===== src/rtl/core/lcfe_pkg.sv =====
`default_nettype none

package lcfe_pkg;

   // field widths
   localparam int unsigned COLOR_W    = 32;
   localparam int unsigned CHAN_W     = 8;
   localparam int unsigned DUR_W      = 24;
   localparam int unsigned DELTA_W    = 16;
   localparam int unsigned ELAPSED_W  = 25;
   localparam int unsigned FRAC_W     = 16;
   localparam int unsigned PROG_W     = FRAC_W + 1;
   localparam int unsigned KIND_W     = 3;
   localparam int unsigned CSR_IDX_W  = 2;
   localparam int unsigned REQ_DATA_W = 48;
   localparam int unsigned RSP_DATA_W = 40;

   // register reset values
   localparam logic [COLOR_W-1:0] START_COLOR_RST = 32'hFFFF_FFFF;
   localparam logic [COLOR_W-1:0] END_COLOR_RST   = 32'h0000_00FF;
   localparam logic [DUR_W-1:0]   DURATION_RST    = 24'd1000;

   // progress value meaning 1.0
   localparam logic [PROG_W-1:0] PROG_ONE = 17'h1_0000;

   // register indexes
   localparam logic [CSR_IDX_W-1:0] CSR_START_COLOR = 2'd0;
   localparam logic [CSR_IDX_W-1:0] CSR_END_COLOR   = 2'd1;
   localparam logic [CSR_IDX_W-1:0] CSR_DURATION    = 2'd2;

   // event codes
   typedef enum logic [KIND_W-1:0] {
      KIND_TICK       = 3'd0,
      KIND_START      = 3'd1,
      KIND_PAUSE      = 3'd2,
      KIND_STOP       = 3'd3,
      KIND_SHOW_START = 3'd4,
      KIND_SHOW_END   = 3'd5,
      KIND_LOAD       = 3'd6
   } kind_type;

endpackage

`default_nettype wire


===== src/rtl/core/led_color_fade_engine.sv =====
`default_nettype none

// channel   dir  handshake            payload
// req       in   req_tvalid/tready    tuser: kind; tdata: delta_ticks, new_color
// rsp       out  rsp_tvalid/tready    tdata: red, green, blue, alpha, is_fading
// csr       in   csr_valid/ready      csr_index, csr_data (always ready)
//
// an event goes from accept through the finish state to the result register; a tick that advances
// the fade runs one compare, a 16-step restoring divider for elapsed/duration,
// then one 8x17 multiply per channel; the divider is skipped if progress is already one.
// req_tready is high only when the sequencer is idle; the result register lets
// the next word in while an earlier result waits on rsp_tready.
// reset is synchronous, active high; it loads the register defaults.
module led_color_fade_engine (
   input  wire logic                            clock,
   input  wire logic                            reset,
   // input words
   input  wire logic                            req_tvalid,
   output      logic                            req_tready,
   input  wire logic [lcfe_pkg::REQ_DATA_W-1:0] req_tdata,  // delta_ticks, new_color
   input  wire logic [lcfe_pkg::KIND_W-1:0]     req_tuser,  // kind
   // result words
   output      logic                            rsp_tvalid,
   input  wire logic                            rsp_tready,
   output      logic [lcfe_pkg::RSP_DATA_W-1:0] rsp_tdata,  // red, green, blue, alpha,
                                                            // is_fading, zero pad
   // register writes
   input  wire logic                            csr_valid,
   output      logic                            csr_ready,
   input  wire logic [lcfe_pkg::CSR_IDX_W-1:0]  csr_index,
   input  wire logic [lcfe_pkg::COLOR_W-1:0]    csr_data
);
   import lcfe_pkg::*;

   typedef enum logic [2:0] {
      ST_IDLE,
      ST_SETUP,
      ST_DIV,
      ST_MIX,
      ST_FINISH
   } state_type;

   state_type              state_ff, state_in;
   logic [COLOR_W-1:0]     start_color_ff, start_color_in;
   logic [COLOR_W-1:0]     end_color_ff, end_color_in;
   logic [DUR_W-1:0]       duration_ff, duration_in;
   logic                   active_ff, active_in;
   logic [ELAPSED_W-1:0]   elapsed_ff, elapsed_in;
   logic [COLOR_W-1:0]     shown_ff, shown_in;
   logic [DUR_W-1:0]       rem_ff, rem_in;
   logic [PROG_W-1:0]      prog_ff, prog_in;
   logic [3:0]             cnt_ff, cnt_in;
   logic                   rsp_tvalid_ff, rsp_tvalid_in;
   logic [RSP_DATA_W-1:0]  rsp_tdata_ff, rsp_tdata_in;

   logic [DUR_W-1:0]       dur;
   logic [DUR_W:0]         rem_sh;
   logic                   rem_ge;
   logic [CHAN_W-1:0]      chan_s, chan_e, chan_ad, chan_mag, chan_v;
   logic [CHAN_W+PROG_W-1:0] chan_prod;
   logic                   req_fire;
   logic                   rsp_free;
   kind_type               kind;
   logic [DELTA_W-1:0]     delta;
   logic [COLOR_W-1:0]     new_color;

   // unpack the input word
   assign kind      = kind_type'(req_tuser);
   assign delta     = req_tdata[DELTA_W-1:0];
   assign new_color = req_tdata[REQ_DATA_W-1:DELTA_W];

   // zero duration counts as one
   assign dur = (duration_ff == '0) ? {{(DUR_W-1){1'b0}}, 1'b1} : duration_ff;

   // divider step: shift remainder, compare and subtract
   assign rem_sh = {rem_ff, 1'b0};
   assign rem_ge = (rem_sh >= {1'b0, dur});

   // channel blend, one channel per cycle, lowest byte first
   assign chan_s    = start_color_ff[{cnt_ff[1:0], 3'b000} +: CHAN_W];
   assign chan_e    = end_color_ff[{cnt_ff[1:0], 3'b000} +: CHAN_W];
   assign chan_ad   = (chan_s >= chan_e) ? (chan_s - chan_e) : (chan_e - chan_s);
   assign chan_prod = {{PROG_W{1'b0}}, chan_ad} * {{CHAN_W{1'b0}}, prog_ff};
   assign chan_mag  = chan_prod[FRAC_W +: CHAN_W];
   assign chan_v    = (chan_s >= chan_e) ? (chan_s - chan_mag) : (chan_s + chan_mag);

   assign req_tready = (state_ff == ST_IDLE);
   assign req_fire   = req_tvalid && req_tready;
   assign rsp_free   = !rsp_tvalid_ff || rsp_tready;
   assign csr_ready  = 1'b1;
   assign rsp_tvalid = rsp_tvalid_ff;
   assign rsp_tdata  = rsp_tdata_ff;

   // sequencer and datapath next values
   always_comb begin
      state_in       = state_ff;
      start_color_in = start_color_ff;
      end_color_in   = end_color_ff;
      duration_in    = duration_ff;
      active_in      = active_ff;
      elapsed_in     = elapsed_ff;
      shown_in       = shown_ff;
      rem_in         = rem_ff;
      prog_in        = prog_ff;
      cnt_in         = cnt_ff;
      rsp_tvalid_in  = rsp_tvalid_ff;
      rsp_tdata_in   = rsp_tdata_ff;

      // register writes
      if (csr_valid) begin
         unique case (csr_index)
            CSR_START_COLOR: start_color_in = csr_data;
            CSR_END_COLOR:   end_color_in   = csr_data;
            CSR_DURATION:    duration_in    = csr_data[DUR_W-1:0];
            default: ;
         endcase
      end

      // result word taken
      if (rsp_tready) begin
         rsp_tvalid_in = 1'b0;
      end

      unique case (state_ff)
         ST_IDLE: begin
            if (req_fire) begin
               state_in = ST_FINISH;
               unique case (kind)
                  KIND_TICK: begin
                     if (active_ff && ({1'b0, dur} > elapsed_ff)) begin
                        elapsed_in = elapsed_ff + {{(ELAPSED_W-DELTA_W){1'b0}}, delta};
                        state_in   = ST_SETUP;
                     end else if (active_ff) begin
                        shown_in   = end_color_ff;
                        active_in  = 1'b0;
                        elapsed_in = '0;
                     end
                  end
                  KIND_START:      active_in = 1'b1;
                  KIND_PAUSE:      active_in = 1'b0;
                  KIND_STOP: begin
                     active_in  = 1'b0;
                     elapsed_in = '0;
                  end
                  KIND_SHOW_START: shown_in = start_color_ff;
                  KIND_SHOW_END:   shown_in = end_color_ff;
                  KIND_LOAD:       shown_in = new_color;
                  default: ;
               endcase
            end
         end
         // progress saturates at one, else divide
         ST_SETUP: begin
            cnt_in = '0;
            if (elapsed_ff >= {1'b0, dur}) begin
               prog_in  = PROG_ONE;
               state_in = ST_MIX;
            end else begin
               rem_in   = elapsed_ff[DUR_W-1:0];
               prog_in  = '0;
               state_in = ST_DIV;
            end
         end
         // one quotient bit per cycle
         ST_DIV: begin
            rem_in  = rem_ge ? DUR_W'(rem_sh - {1'b0, dur}) : rem_sh[DUR_W-1:0];
            prog_in = {prog_ff[PROG_W-2:0], rem_ge};
            cnt_in  = cnt_ff + 4'd1;
            if (cnt_ff == 4'd15) begin
               cnt_in   = '0;
               state_in = ST_MIX;
            end
         end
         // shift blended channels in from the top
         ST_MIX: begin
            shown_in = {chan_v, shown_ff[COLOR_W-1:CHAN_W]};
            cnt_in   = cnt_ff + 4'd1;
            if (cnt_ff[1:0] == 2'd3) begin
               state_in = ST_FINISH;
            end
         end
         // load the result register once it is free
         ST_FINISH: begin
            if (rsp_free) begin
               rsp_tvalid_in = 1'b1;
               rsp_tdata_in  = {7'b0, active_ff, shown_ff[7:0], shown_ff[15:8],
                                shown_ff[23:16], shown_ff[31:24]};
               state_in      = ST_IDLE;
            end
         end
         default: state_in = ST_IDLE;
      endcase
   end

   // state and registered outputs
   always_ff @(posedge clock) begin
      if (reset) begin
         state_ff       <= ST_IDLE;
         start_color_ff <= START_COLOR_RST;
         end_color_ff   <= END_COLOR_RST;
         duration_ff    <= DURATION_RST;
         active_ff      <= 1'b0;
         elapsed_ff     <= '0;
         shown_ff       <= END_COLOR_RST;
         rem_ff         <= '0;
         prog_ff        <= '0;
         cnt_ff         <= '0;
         rsp_tvalid_ff  <= 1'b0;
         rsp_tdata_ff   <= '0;
      end else begin
         state_ff       <= state_in;
         start_color_ff <= start_color_in;
         end_color_ff   <= end_color_in;
         duration_ff    <= duration_in;
         active_ff      <= active_in;
         elapsed_ff     <= elapsed_in;
         shown_ff       <= shown_in;
         rem_ff         <= rem_in;
         prog_ff        <= prog_in;
         cnt_ff         <= cnt_in;
         rsp_tvalid_ff  <= rsp_tvalid_in;
         rsp_tdata_ff   <= rsp_tdata_in;
      end
   end

endmodule

`default_nettype wire


===== config.mk =====
export PLATFORM = sky130hd
export DESIGN_NAME = led_color_fade_engine
export DESIGN_NICKNAME = d
export VERILOG_FILES = /design/src/rtl/core/lcfe_pkg.sv /design/src/rtl/core/led_color_fade_engine.sv
export SDC_FILE = /design/constraint.sdc
export NUM_CORES = 1
export LEC_CHECK = 0
export ABC_CLOCK_PERIOD_IN_PS = 26600
export BUFFER_PORTS_ARGS = -buffer_cell sky130_fd_sc_hd__buf_2
export CORE_MARGIN = 5
export CORE_UTILIZATION = 60
export DETAILED_ROUTE_END_ITERATION = 7
export PLACE_DENSITY = 0.78
export REMOVE_ABC_BUFFERS = 1
export SLEW_MARGIN = 0
export SYNTH_ARGS = -nofsm -noshare
export SYNTH_HDL_FRONTEND = slang
export SYNTH_SLANG_ARGS = --single-unit

===== constraint.sdc =====
create_clock -name clock -period 26.6 [get_ports clock]
set_input_delay 5.32 -clock clock [delete_from_list [all_inputs] [get_ports clock]]
set_output_delay 5.32 -clock clock [all_outputs]
set_load 0.02 [all_outputs]

# After elaboration in Yosys (flattened, before gate mapping)
# Index checks and enable logic that the tools add are counted.
[totals]
register_bits = 228
latchBits = 0
ram_bits = 0
rom_bits = 0
word_cells = 104
mem_count = 0
[classes]
add_sub_neg = 7
mul = 1
n_div = 0
n_lt_le_gt_ge = 4
eq_ne = 24
shift = 2
n_mux = 31
bitwise = 0
n_reduce_logical = 23
[op_table]
columns = ["operator", "count"]
rows = [
  ["32-bit one-hot mux with 4 select lines", 1],
  ["32-bit two-way mux", 3],
  ["24-bit two-way mux", 3],
  ["32-bit one-hot mux with 2 select lines", 1],
  ["32-bit by 6-bit variable part select with 8-bit output", 2],
  ["25-bit by 24-bit greater-or-equal comparator with 1-bit output", 2],
  ["25-bit two-way mux", 2],
  ["25-bit one-hot mux with 2 select lines", 1],
  ["24-bit one-hot mux with 2 select lines", 1],
  ["17-bit one-hot mux with 2 select lines", 1],
  ["25-bit by 16-bit adder with 25-bit output", 1],
  ["24-bit by 25-bit greater-than comparator with 1-bit output", 1],
  ["24-bit zero test", 1],
  ["8-bit by 17-bit multiplier with 24-bit output", 1],
  ["24-bit subtractor", 1],
  ["8-bit subtractor", 3],
  ["3-bit two-way mux", 6],
  ["17-bit two-way mux", 1],
  ["8-bit two-way mux", 2],
  ["3-bit one-hot mux with 5 select lines", 1],
  ["3-bit by 2-bit == test with 1-bit output (second input constant)", 4],
  ["3-bit == test (second input constant)", 4],
  ["4-bit one-hot mux with 3 select lines", 1],
  ["4-bit AND reduction", 3],
  ["24 further kinds", 45],
]

# Depth between registers and ports, before layout
# Gate-level depths: netlist of the first run.
[logic_depth]
word_depth = 8
ltp_mapped = 46

# Worst setup path after synthesis of the first run
# OpenSTA, ideal clock, no wires.
[synth_timing]
path_type = "flip-flop to flip-flop"
startpoint = "register cnt_ff[0]"
endpoint = "register shown_ff[31]"
setup_time_ps = 70
arrival_time_ps = 9832
required_ps = 26530
setup_slack_ps = 16698
path_stages_with_launch = 37
n_path_buf = 4
synth_period_minus_slack_ps = 9902
path_cell_list = "dfxtp_1 > buf_2 > clkbuf_1 > mux4_2 > ha_1 > nand4_1 > o21ai_2 > clkbuf_1 > mux2_2 > a21oi_1 > xnor2_1 > clkbuf_1 > and2_1 > fa_1 > fa_1 > fa_1 > inv_1 > fa_1 > inv_1 > ha_1 > a211oi_1 > o21ai_0 > a22o_1 > a21o_1 > a21oi_1 > o21ai_2 > or4_2 > o2111ai_1 > nor3_1 > xor2_1 > ha_1 > a21oi_1 > o21bai_1 > a21oi_1 > xnor3_1 > xnor3_1 > a21oi_1"
[synth_between]
elab_chain_len = 7
elab_cells_between_ends = 11
[synth_rtl]
columns = ["element", "line_no", "rtl"]
rows = [
  ["start: declaration", "led_color_fade_engine.sv:52", "logic [3:0] cnt_ff, cnt_in;"],
  ["start signal: assignment", "led_color_fade_engine.sv:220", "cnt_ff <= cnt_in;"],
  ["32-bit by 6-bit variable part select with 8-bit output, on equally long branches", "led_color_fade_engine.sv:81, led_color_fade_engine.sv:80", ""],
  ["8-bit subtractor / 8-bit greater-or-equal comparator (equally long branches)", "led_color_fade_engine.sv:82, led_color_fade_engine.sv:85", ""],
  ["8-bit two-way mux", "led_color_fade_engine.sv:82", "assign chan_ad = (chan_s >= chan_e) ? (chan_s - chan_e) : (chan_e - chan_s);"],
  ["8-bit by 17-bit multiplier with 24-bit output", "led_color_fade_engine.sv:83", "assign chan_prod = {{PROG_W{1'b0}}, chan_ad} * {{CHAN_W{1'b0}}, prog_ff};"],
  ["8-bit adder / 8-bit subtractor (equally long branches)", "led_color_fade_engine.sv:85", "assign chan_v = (chan_s >= chan_e) ? (chan_s - chan_mag) : (chan_s + chan_mag);"],
  ["8-bit two-way mux (*)", "led_color_fade_engine.sv:85", ""],
  ["32-bit one-hot mux with 2 select lines (*)", "led_color_fade_engine.sv:124", "unique case (state_ff)"],
  ["end signal: assignment", "led_color_fade_engine.sv:217", "shown_ff <= shown_in;"],
  ["end: declaration", "led_color_fade_engine.sv:49", "logic [COLOR_W-1:0] shown_ff, shown_in;"],
]
# Every way passes the cells marked *; elsewhere a longest branch is shown, timed or not.
# A chain may end at the register's enable or synchronous reset.

# Worst setup path in the final report of the first run
# Ends and elaborated chain as after synthesis.

==> summary.md, run 1 <==
| Metric | Value |
|---|---|
| Tot GR Track Use | `28.1%` |
| Total core area | `28900 um2` |
| CTS resizes | `0` |
| Pwr/cell area | `43.0 nW/um2` |
| P_int | `591 uW` |
| Worst setup EP type | `register` |
| IO Pins | `133` |
| Vias | `15400` |
| Antenna-violating nets left | `0` |
| Fin. max-slew vios | `0` |
| H-tree depth | `1` |
| Switching share of power | `28.4%` |
| Die W | `181 um` |
| Final Cycle Share | `42.3%` |
| DP HPWL | `35.7 mm` |
| Initial Utilization | `61.1%` |
| Critical path's top delay family | `adder cells` |
| Clk sink count | `228` |
| Mapped Area | `17600 um2` |
| Minimum clock period | `11.25 ns` |
| Final hold vios | `0` |
| TritonCTS clock tree | `done` |
| Vias in the first global route | `14900` |
| Max clock buf depth | `3` |
| Leak Pwr | `0.00864 uW` |
| Total grt overflow | `0` |
| Post-synth top flop | `dfxtp_1` |
| Leading cell type in the layout, fill and taps excluded | `nand2_1` |
| # setup viols final | `0` |
| Synth cell types | `85` |
| Share of cells above drive strength 1 | `10.6%` |
| Die height | `181 um` |
| DRT Pass-1 Iters | `5` |
| Post-CTS setup buffers | `0` |
| Clock Latency Late Sink | `0.55 ns` |
| Critical R2R Launch | `cnt_ff[0]` |
| CP startpoint kind | `register` |
| Drt via density | `6.00` |
| Crit. Startpoint | `cnt_ff[0]` |
| Die area | `32900 um2` |
| Power share of the clock group | `41.2%` |
| Hold Buf Count CTS | `0` |
| Area Growth Syn to Fin | `8.88%` |
| Reg clk slew, reported paths | `0.06 ns` |
| Largest net degree at the start of global routing | `95` |
| Total wire length | `47.9 mm` |
| Area of the multi-input gates | `12000 um2` |
| NumNets Final | `2485` |
| Worst setup skew after layout | `0.0230 ns` |
| Peak Freq | `0.0889 GHz` |
| Number of flops mapped to enable cells by yosys | `0` |
| Power share of the combinational group | `15.6%` |
| Post-route setup TNS | `0 ns` |
| Most frequent cells in the layout | `353 x nand2_1, 228 x dfxtp_1, 169 x a21oi_1` |
| Slew headroom | `25.1%` |
| Critical Path RT | `27.06 ns` |
| Residual DRC count | `0` |
| Storage cell area | `4560 um2` |
| Ant diodes | `0` |
| Critical path class | `register to register` |
| Crit path max fanout | `24` |
| Flop pwr share | `43.2%` |
| Register bit count reported by yosys | `228` |
| Arr. time, crit path | `11.71 ns` |
| Worst Path Buf+Inv | `5` |
| Initial antenna violation count | `0` |
| WL per Instance | `18.6 um` |
| Sequential share of the synthesized area | `25.9%` |
| Count of input and output buffers | `124` |
| First-pass GRT wire length | `77.2 mm` |
| Gpl congestion | `0.937` |
| Min-delay src | `shown_ff[4]` |
| Synth Warn # | `0` |
| Root buf cell | `clkbuf_16` |
| Status | `completed` |
| RSZ-0062 raised after global routing | `false` |
| Worst-Margin Slew | `1.11 ns` |
| Cells after Synth | `2126` |
| Ys async rst share | `0%` |
| Site Rows | `62` |
| Initial DRC Count | `1153` |
| FILL cells | `2442` |
| CP max stage delay | `0.82 ns` |
| CTS Buf Count | `25` |
| Final core occ | `66.5%` |
| VDD IR max | `50.1 uV` |
| Switching pwr | `235 uW` |
| Mapped Avg Cell Area | `8.29 um2` |
| Max-cap viol count | `0` |
| Tightest Hold Check Type | `register to register` |
| Critical path's slowest cell | `o21ai_2` |
-- path summary, 6_finish.rpt --
kind                                endpoint  slack, ns  depth (start not counted)
worst max register to register  shown_ff[31]      15.35                         38
worst max-delay path            shown_ff[31]      15.35                         38
worst min register to register   shown_ff[4]       0.44                          2
worst min-delay path             shown_ff[4]       0.44                          2
-- kinds of logic (layout without fill, tap and decap cells) --
kind of cell    count (synthesis)  after routing  share of synthesized area (%)
xor+xnor                       60             60                           3.14
compound gates                462            462                           16.9
buf+inv                       297            354                           6.65
simple gates                  725            725                           19.1
mux                           131            131                           8.64
flops                         228            228                           25.9
fa+ha+maj                     221            221                           19.6
other cells                     2              8                         0.0426
-- worst reg2reg max path: cells and delay by family (launching register included) --
family | cells | cell delay, ns
DFF | 1 | 0.40
xor gates and xnor gates | 4 | 1.02
adders and majority gates | 8 | 3.49
AOI/OAI and AO/OA | 11 | 3.10
buffers and inverters | 5 | 0.76
muxes | 2 | 0.70
and+or+nand+nor | 8 | 1.65
-- power groups by stage --
stage / sequential (uW) / clock, uW / combinational [uW]
2_1_floorplan: 363 / 0 / 73.7
3_3_place_gp: 363 / 0 / 124
3_5_place_dp: 363 / 0 / 126
4_1_cts: 356 / 344 / 127
5_1_grt: 357 / 361 / 139
6_report: 356 / 340 / 129
-- Yosys cell counts, types with 12 or more instances --
cell type | n | area [um2]
a211o_1 | 16 | 140
a211oi_1 | 31 | 233
a21o_1 | 30 | 225
a21oi_1 | 169 | 846
a221oi_1 | 12 | 105
a22oi_1 | 31 | 233
a31oi_1 | 13 | 81.3
and2_1 | 78 | 488
clkbuf_1 | 103 | 387
dfxtp_1 | 228 | 4560
fa_1 | 93 | 1860
ha_1 | 128 | 1600
inv_1 | 167 | 627
mux2i_1 | 109 | 1090
mux4_2 | 16 | 360
nand2_1 | 353 | 1330
nand2b_1 | 21 | 131
nand3_1 | 28 | 140
nand4_1 | 15 | 93.8
nor2_1 | 115 | 432
nor2b_1 | 29 | 181
nor3_1 | 18 | 90.1
o211ai_1 | 19 | 143
o21ai_0 | 73 | 365
xnor2_1 | 39 | 342
xor2_1 | 19 | 166
-- sequential cells by signal, indices dropped and copies added (netlist names) --
register and flops:
rsp_tdata 33, end_color_ff 32, shown_ff 32, start_color_ff 32
elapsed_ff 25, duration_ff 24, rem_ff 24, prog_ff 17
cnt_ff 4, state_ff 3, active_ff 1, rsp_tvalid 1
-- through the flow --
| stage | std cells | power, uW | worst slack [ns] | hold WS (ns) | area [um2] |
|---|---|---|---|---|---|
| after floorplan | 2003 | 437 | 16.25 | 0.415 | 17100 |
| after global placement | 2531 | 488 | 15.72 | 0.429 | 18400 |
| after detailed placement | 2531 | 489 | 15.47 | 0.434 | 18400 |
| after CTS | 2573 | 827 | 15.37 | 0.442 | 19200 |
| after global routing | 2573 | 856 | 14.56 | 0.466 | 19200 |
| final | 2573 | 825 | 15.35 | 0.438 | 19200 |
-- area by class of cell --
class / instances / area share [%]
Clock inverter: 6 / 0.385
Timing Repair Buffer: 144 / 4.05
Clock buffer: 36 / 3.73
Tap cell: 384 / 2.50
Inverter: 168 / 3.28
Multi-Input combinational cell: 1607 / 62.3
Sequential cell: 228 / 23.8
-- per-layer routing --
| metal | global-route usage (%) | vias up | share of wire [%] | wire length, um |
|---|---|---|---|---|
| met5 | 0 | - | 0 | 0 |
| li1 | - | 7349 | - | - |
| met1 | 38.1 | 7393 | 43 | 20500 |
| met3 | 3.60 | 123 | 6.2 | 2970 |
| met4 | 9.25 | 0 | 3.8 | 1840 |
| met2 | 47.0 | 569 | 47 | 22600 |
Power figures use the tool's default switching activity.
==> run 2, diff against run 1 <==
--- a/config.mk
+++ b/config.mk
@@ -5,7 +5,7 @@
 export SDC_FILE = /design/constraint.sdc
 export NUM_CORES = 1
 export LEC_CHECK = 0
-export ABC_CLOCK_PERIOD_IN_PS = 26600
+export ABC_CLOCK_PERIOD_IN_PS = 10900
 export BUFFER_PORTS_ARGS = -buffer_cell sky130_fd_sc_hd__buf_2
 export CORE_MARGIN = 5
 export CORE_UTILIZATION = 60
==> constraint.sdc (replaced) <==
create_clock -name clock -period 10.9 [get_ports clock]
set_input_delay 2.18 -clock clock [delete_from_list [all_inputs] [get_ports clock]]
set_output_delay 2.18 -clock clock [all_outputs]
set_load 0.02 [all_outputs]
==> run 2 against run 1 <==
Against the previous run:
- wire length increased by 2.3%
- combinational power increased by 150%
- critical path type unchanged
- final cell count increased by 0.27%
- flip-flop and latch count unchanged
- largest power group is now clock
- clock skew increased by 0.0063 ns
- core utilization increased by 0.56 points
==> summary.md, run 2 (synthesized netlist as in run 1, its figures left out) <==
| Metric | Value |
|---|---|
| Hold Buf Count CTS | `0` |
| Max clock buf depth | `3` |
| Die area | `32900 um2` |
| Leak Pwr | `0.00872 uW` |
| FILL cells | `2395` |
| Initial Utilization | `61.1%` |
| DP HPWL | `36.7 mm` |
| DRT Pass-1 Iters | `6` |
| Minimum clock period | `10.31 ns` |
| Status | `completed` |
| VDD IR max | `121 uV` |
| NumNets Final | `2491` |
| Die height | `181 um` |
| Arr. time, crit path | `10.78 ns` |
| Crit path max fanout | `16` |
| Peak Freq | `0.0970 GHz` |
| Site Rows | `62` |
| Crit path top cell by count | `a21oi_1` |
| Clock Latency Late Sink | `0.56 ns` |
| Most frequent cells in the layout | `353 x nand2_1, 226 x dfxtp_1, 168 x a21oi_1` |
| Tot GR Track Use | `28.8%` |
| Total wire length | `49.0 mm` |
| Critical R2R Launch | `cnt_ff[0]` |
| H-tree depth | `1` |
| Tightest Hold Check Type | `register to register` |
| Slew headroom | `24.6%` |
| Area Growth Syn to Fin | `9.80%` |
| Vias in the first global route | `15300` |
| CTS Buf Count | `25` |
| Max FFs per register | `33` |
| Post-route setup TNS | `0 ns` |
| Pwr/cell area | `107 nW/um2` |
| Vias | `15700` |
| WL per Instance | `19.0 um` |
| Ant diodes | `0` |
| Leading cell type in the layout, fill and taps excluded | `nand2_1` |
| Die W | `181 um` |
| Total power | `2070 uW` |
| Min-delay src | `shown_ff[3]` |
| Final core occ | `67.1%` |
| Total grt overflow | `0` |
| Initial antenna violation count | `0` |
| Reg clk slew, reported paths | `0.06 ns` |
| Critical path's top delay family | `adder cells` |
| Post-Layout Cell Count | `2580` |
| Critical path class | `register to register` |
| Share of cells above drive strength 1 | `11.4%` |
| Critical Path RT | `11.37 ns` |
| Root buf cell | `clkbuf_16` |
| Drt via density | `6.09` |
| RSZ-0062 raised after global routing | `false` |
| Clk sink count | `228` |
| Largest net degree at the start of global routing | `96` |
| # setup viols final | `0` |
| IO Pins | `133` |
| Final Cycle Share | `94.6%` |
| Worst setup EP type | `register` |
| Worst setup skew after layout | `0.0293 ns` |
| CP startpoint kind | `register` |
| Antenna-violating nets left | `0` |
| Gpl congestion | `0.970` |
| Critical path's slowest cell | `fa_1` |
| Worst-Margin Slew | `1.13 ns` |
| TritonCTS clock tree | `done` |
| Fin. max-slew vios | `0` |
| Count of input and output buffers | `124` |
| Crit. Startpoint | `cnt_ff[0]` |
| Worst Path Buf+Inv | `5` |
| First-pass GRT wire length | `79.2 mm` |
| Max-cap viol count | `0` |
| Residual DRC count | `0` |
| Final hold vios | `0` |
| Initial DRC Count | `1669` |
| DP Cell Count | `2537` |
| Total core area | `28900 um2` |
| CP max stage delay | `0.58 ns` |
run 2: power by group:
| group | internal, uW | total (uW) | switching [uW] |
|---|---|---|---|
| Clock | 528 | 882 | 354 |
| Sequential | 854 | 871 | 17.3 |
| Combinational | 113 | 318 | 206 |
run 2: timing repair:
item,4_1_cts,5_1_grt
hold endpoints to repair,0,0
buffers inserted,0,0
endpoints found under the setup margin,0,4
gates resized for setup,0,12
run 2: cell type report:
cell class	count	area (um2)	share of cell area, %
multi-input cells	1607	12000	62.0
flip-flops and latches	228	4570	23.6
repair buffers	150	822	4.25
clock buffers	35	713	3.68
inverters	168	631	3.26
well taps	384	480	2.48
clock inverters	8	138	0.711
run 2: stage by stage:
stage	hold slack, ns	area (um2)	setup WS (ns)
after CTS	0.439	19300	0.124
after detailed placement	0.432	18400	0.205
after floorplan	0.415	17100	0.550
after global routing	0.449	19400	0.0132
final	0.441	19400	0.593
after global placement	0.428	18400	0.478
run 2: per-layer routing:
metal | vias up | share of wire (%) | track usage, %
li1 | 7376 | - | -
met1 | 7547 | 43 | 39.5
met2 | 680 | 47 | 47.7
met3 | 112 | 7.7 | 4.04
met4 | 0 | 3.1 | 8.26
met5 | - | 0 | 0
run 2: final timing paths:
check / to / slack (ns) / cells after the start
worst min-delay path: shown_ff[3] / 0.44 / 2
worst min register to register: shown_ff[3] / 0.44 / 2
worst max register to register: shown_ff[31] / 0.59 / 35
worst max-delay path: shown_ff[31] / 0.59 / 35
run 2: worst register-to-register path, delay by kind of cell (launching register included):
kind	cells	cell delay (ns)
adders and majority gates	8	3.29
AOI/OAI and AO/OA	12	2.84
DFF	1	0.50
buffers and inverters	5	0.69
xor gates and xnor gates	4	1.13
and+or+nand+nor	3	0.74
muxes	3	1.04
==> run 3, diff against run 2 <==
--- a/config.mk
+++ b/config.mk
@@ -8,9 +8,10 @@
 export ABC_CLOCK_PERIOD_IN_PS = 10900
 export BUFFER_PORTS_ARGS = -buffer_cell sky130_fd_sc_hd__buf_2
 export CORE_MARGIN = 5
-export CORE_UTILIZATION = 60
+export CORE_UTILIZATION = 50
 export DETAILED_ROUTE_END_ITERATION = 7
-export PLACE_DENSITY = 0.78
+export GPL_TIMING_DRIVEN = 0
+export PLACE_DENSITY = 0.66
 export REMOVE_ABC_BUFFERS = 1
 export SLEW_MARGIN = 0
 export SYNTH_ARGS = -nofsm -noshare
==> run 3 against run 2 <==
Against the previous run:
- core utilization shrank 10 points
- clock skew shrank 0.017 ns
- design area grew 2.2%
- non-clock buffer count shrank 2
==> summary.md, run 3 (synthesized netlist as in run 1, its figures left out) <==
| Metric | Value |
|---|---|
| Final Cycle Share | `96.9%` |
| Critical path class | `register to register` |
| Reg clk slew, reported paths | `0.06 ns` |
| Max clock buf depth | `3` |
| Area Growth Syn to Fin | `12.3%` |
| Pwr/cell area | `105 nW/um2` |
| Initial Utilization | `50.8%` |
| Worst-Margin Slew | `1.18 ns` |
| Fin. max-slew vios | `0` |
| VDD IR max | `111 uV` |
| DP HPWL | `36.6 mm` |
| Critical path's top delay family | `compound AO/OA/AOI/OAI gates` |
| FILL cells | `3227` |
| Final core occ | `57.0%` |
| Status | `completed` |
| Tot GR Track Use | `24.6%` |
| Crit path max fanout | `8` |
| Residual DRC count | `0` |
| Critical Path RT | `11.37 ns` |
| Final hold vios | `0` |
| Total core area | `34700 um2` |
| Largest net degree at the start of global routing | `100` |
| Cell area after placement | `18600 um2` |
| Drt via density | `5.83` |
| Final instance area | `19800 um2` |
| Max FFs per register | `33` |
| Antenna-violating nets left | `0` |
| Area of the multi-input gates | `12200 um2` |
| NumNets Final | `2493` |
| DRT Pass-1 Iters | `5` |
| Tightest Hold Check Type | `register to register` |
| Initial DRC Count | `1205` |
| Gpl congestion | `0.925` |
| Worst setup EP type | `register` |
| CP max stage delay | `0.58 ns` |
| Peak Freq | `0.0947 GHz` |
| Max-cap viol count | `0` |
| Vias in the first global route | `15000` |
| CP startpoint kind | `register` |
| Storage cell area | `4570 um2` |
| TritonCTS clock tree | `done` |
| Most frequent cells in the layout | `352 x nand2_1, 226 x dfxtp_1, 167 x inv_1` |
| IO Pins | `133` |
| Leading cell type in the layout, fill and taps excluded | `nand2_1` |
| Pre-CTS setup slack | `-2.12 ns` |
| Die W | `198 um` |
| CTS Buf Count | `27` |
| Die height | `198 um` |
| H-tree depth | `1` |
| WL per Instance | `19.0 um` |
| Worst setup skew after layout | `0.0123 ns` |
| First-pass GRT wire length | `79.1 mm` |
| Clock Latency Late Sink | `0.54 ns` |
| Leak Pwr | `0.00881 uW` |
| Clk sink count | `228` |
| Die area | `39100 um2` |
| Slew headroom | `20.2%` |
| Total grt overflow | `0` |
| Hold Buf Count CTS | `0` |
| Vias | `15500` |
| Site Rows | `68` |
| Minimum clock period | `10.56 ns` |
| Final WS setup | `0.340 ns` |
| Root buf cell | `clkbuf_16` |
| Initial antenna violation count | `2` |
| Worst Path Buf+Inv | `4` |
| # setup viols final | `0` |
| Count of input and output buffers | `124` |
| Total wire length | `50.5 mm` |
| Critical path's slowest cell | `mux4_2` |
| Share of cells above drive strength 1 | `12.5%` |
| Arr. time, crit path | `11.03 ns` |
| Total power | `2090 uW` |
[run 3: changes by cell type in the layout (fill, tap and decap cells not counted), moves of 4 or more]
cell	change
ha_2	+4
buf_4	-18
buf_12	+4
buf_6	+5
ha_1	-5
xnor2_4	+4
[run 3: path summary, 6_finish.rpt]
kind / start / end / slack [ns] / depth (start not counted)
min: shown_ff[6] / shown_ff[6] / 0.44 / 2
min reg2reg: shown_ff[6] / shown_ff[6] / 0.44 / 2
max: cnt_ff[0] / shown_ff[31] / 0.34 / 38
max reg2reg: cnt_ff[0] / shown_ff[31] / 0.34 / 38
[run 3: per-layer routing]
metal  global-route usage [%]  vias up  routed length (um)
li1                         -     7391                   -
met5                        0        -                  13
met1                     34.2     7524               22300
met3                     3.05       89                3020
met2                     41.1      476               23800
met4                     6.02        2                1350
[run 3: repair_timing]
item | in CTS | in global routing
setup buffers | 6 | 6
pin swaps | 2 | 4
setup endpoints to repair | 7 | 2
cloned | 1 | 1
gates resized for setup | 15 | 25
[run 3: final cells by class]
| type | count | share of cell area (%) |
|---|---|---|
| flip-flops and latches | 228 | 23.1 |
| multi-input cells | 1609 | 61.8 |
| inverters | 168 | 3.19 |
| clock inverters | 6 | 0.240 |
| repair buffers | 148 | 4.84 |
| well taps | 455 | 2.88 |
| diodes | 1 | 0.0126 |
| clock buffers | 40 | 3.96 |
[run 3: stage by stage]
stage	setup TNS [ns]	cells	hold WS, ns
5_1_grt	-0.0129	2654	0.463
3_5_place_dp	-8.37	2592	0.431
6_report	0	2655	0.439
4_1_cts	0	2645	0.439
2_1_floorplan	0	2003	0.415
3_3_place_gp	-10.0	2582	0.430
[run 3: worst register-to-register path, delay by kind of cell (launching register included)]
| family | cells | cell delay, ns |
|---|---|---|
| buffers and inverters | 4 | 0.33 |
| AND/OR/NAND/NOR | 4 | 0.84 |
| XOR/XNOR | 4 | 1.15 |
| AO/OA/AOI/OAI | 16 | 3.51 |
| multiplexers | 2 | 0.86 |
| adder cells (fa/ha/maj) | 8 | 3.39 |
| flip-flops | 1 | 0.40 |
[run 3: where the power goes]
part	total (uW)	leakage (uW)	internal, uW	switching, uW
Sequential	868	0.00185	853	15.0
Clock	855	0.000410	496	360
Combinational	362	0.00655	130	232
Total	2090	0.00881	1480	606
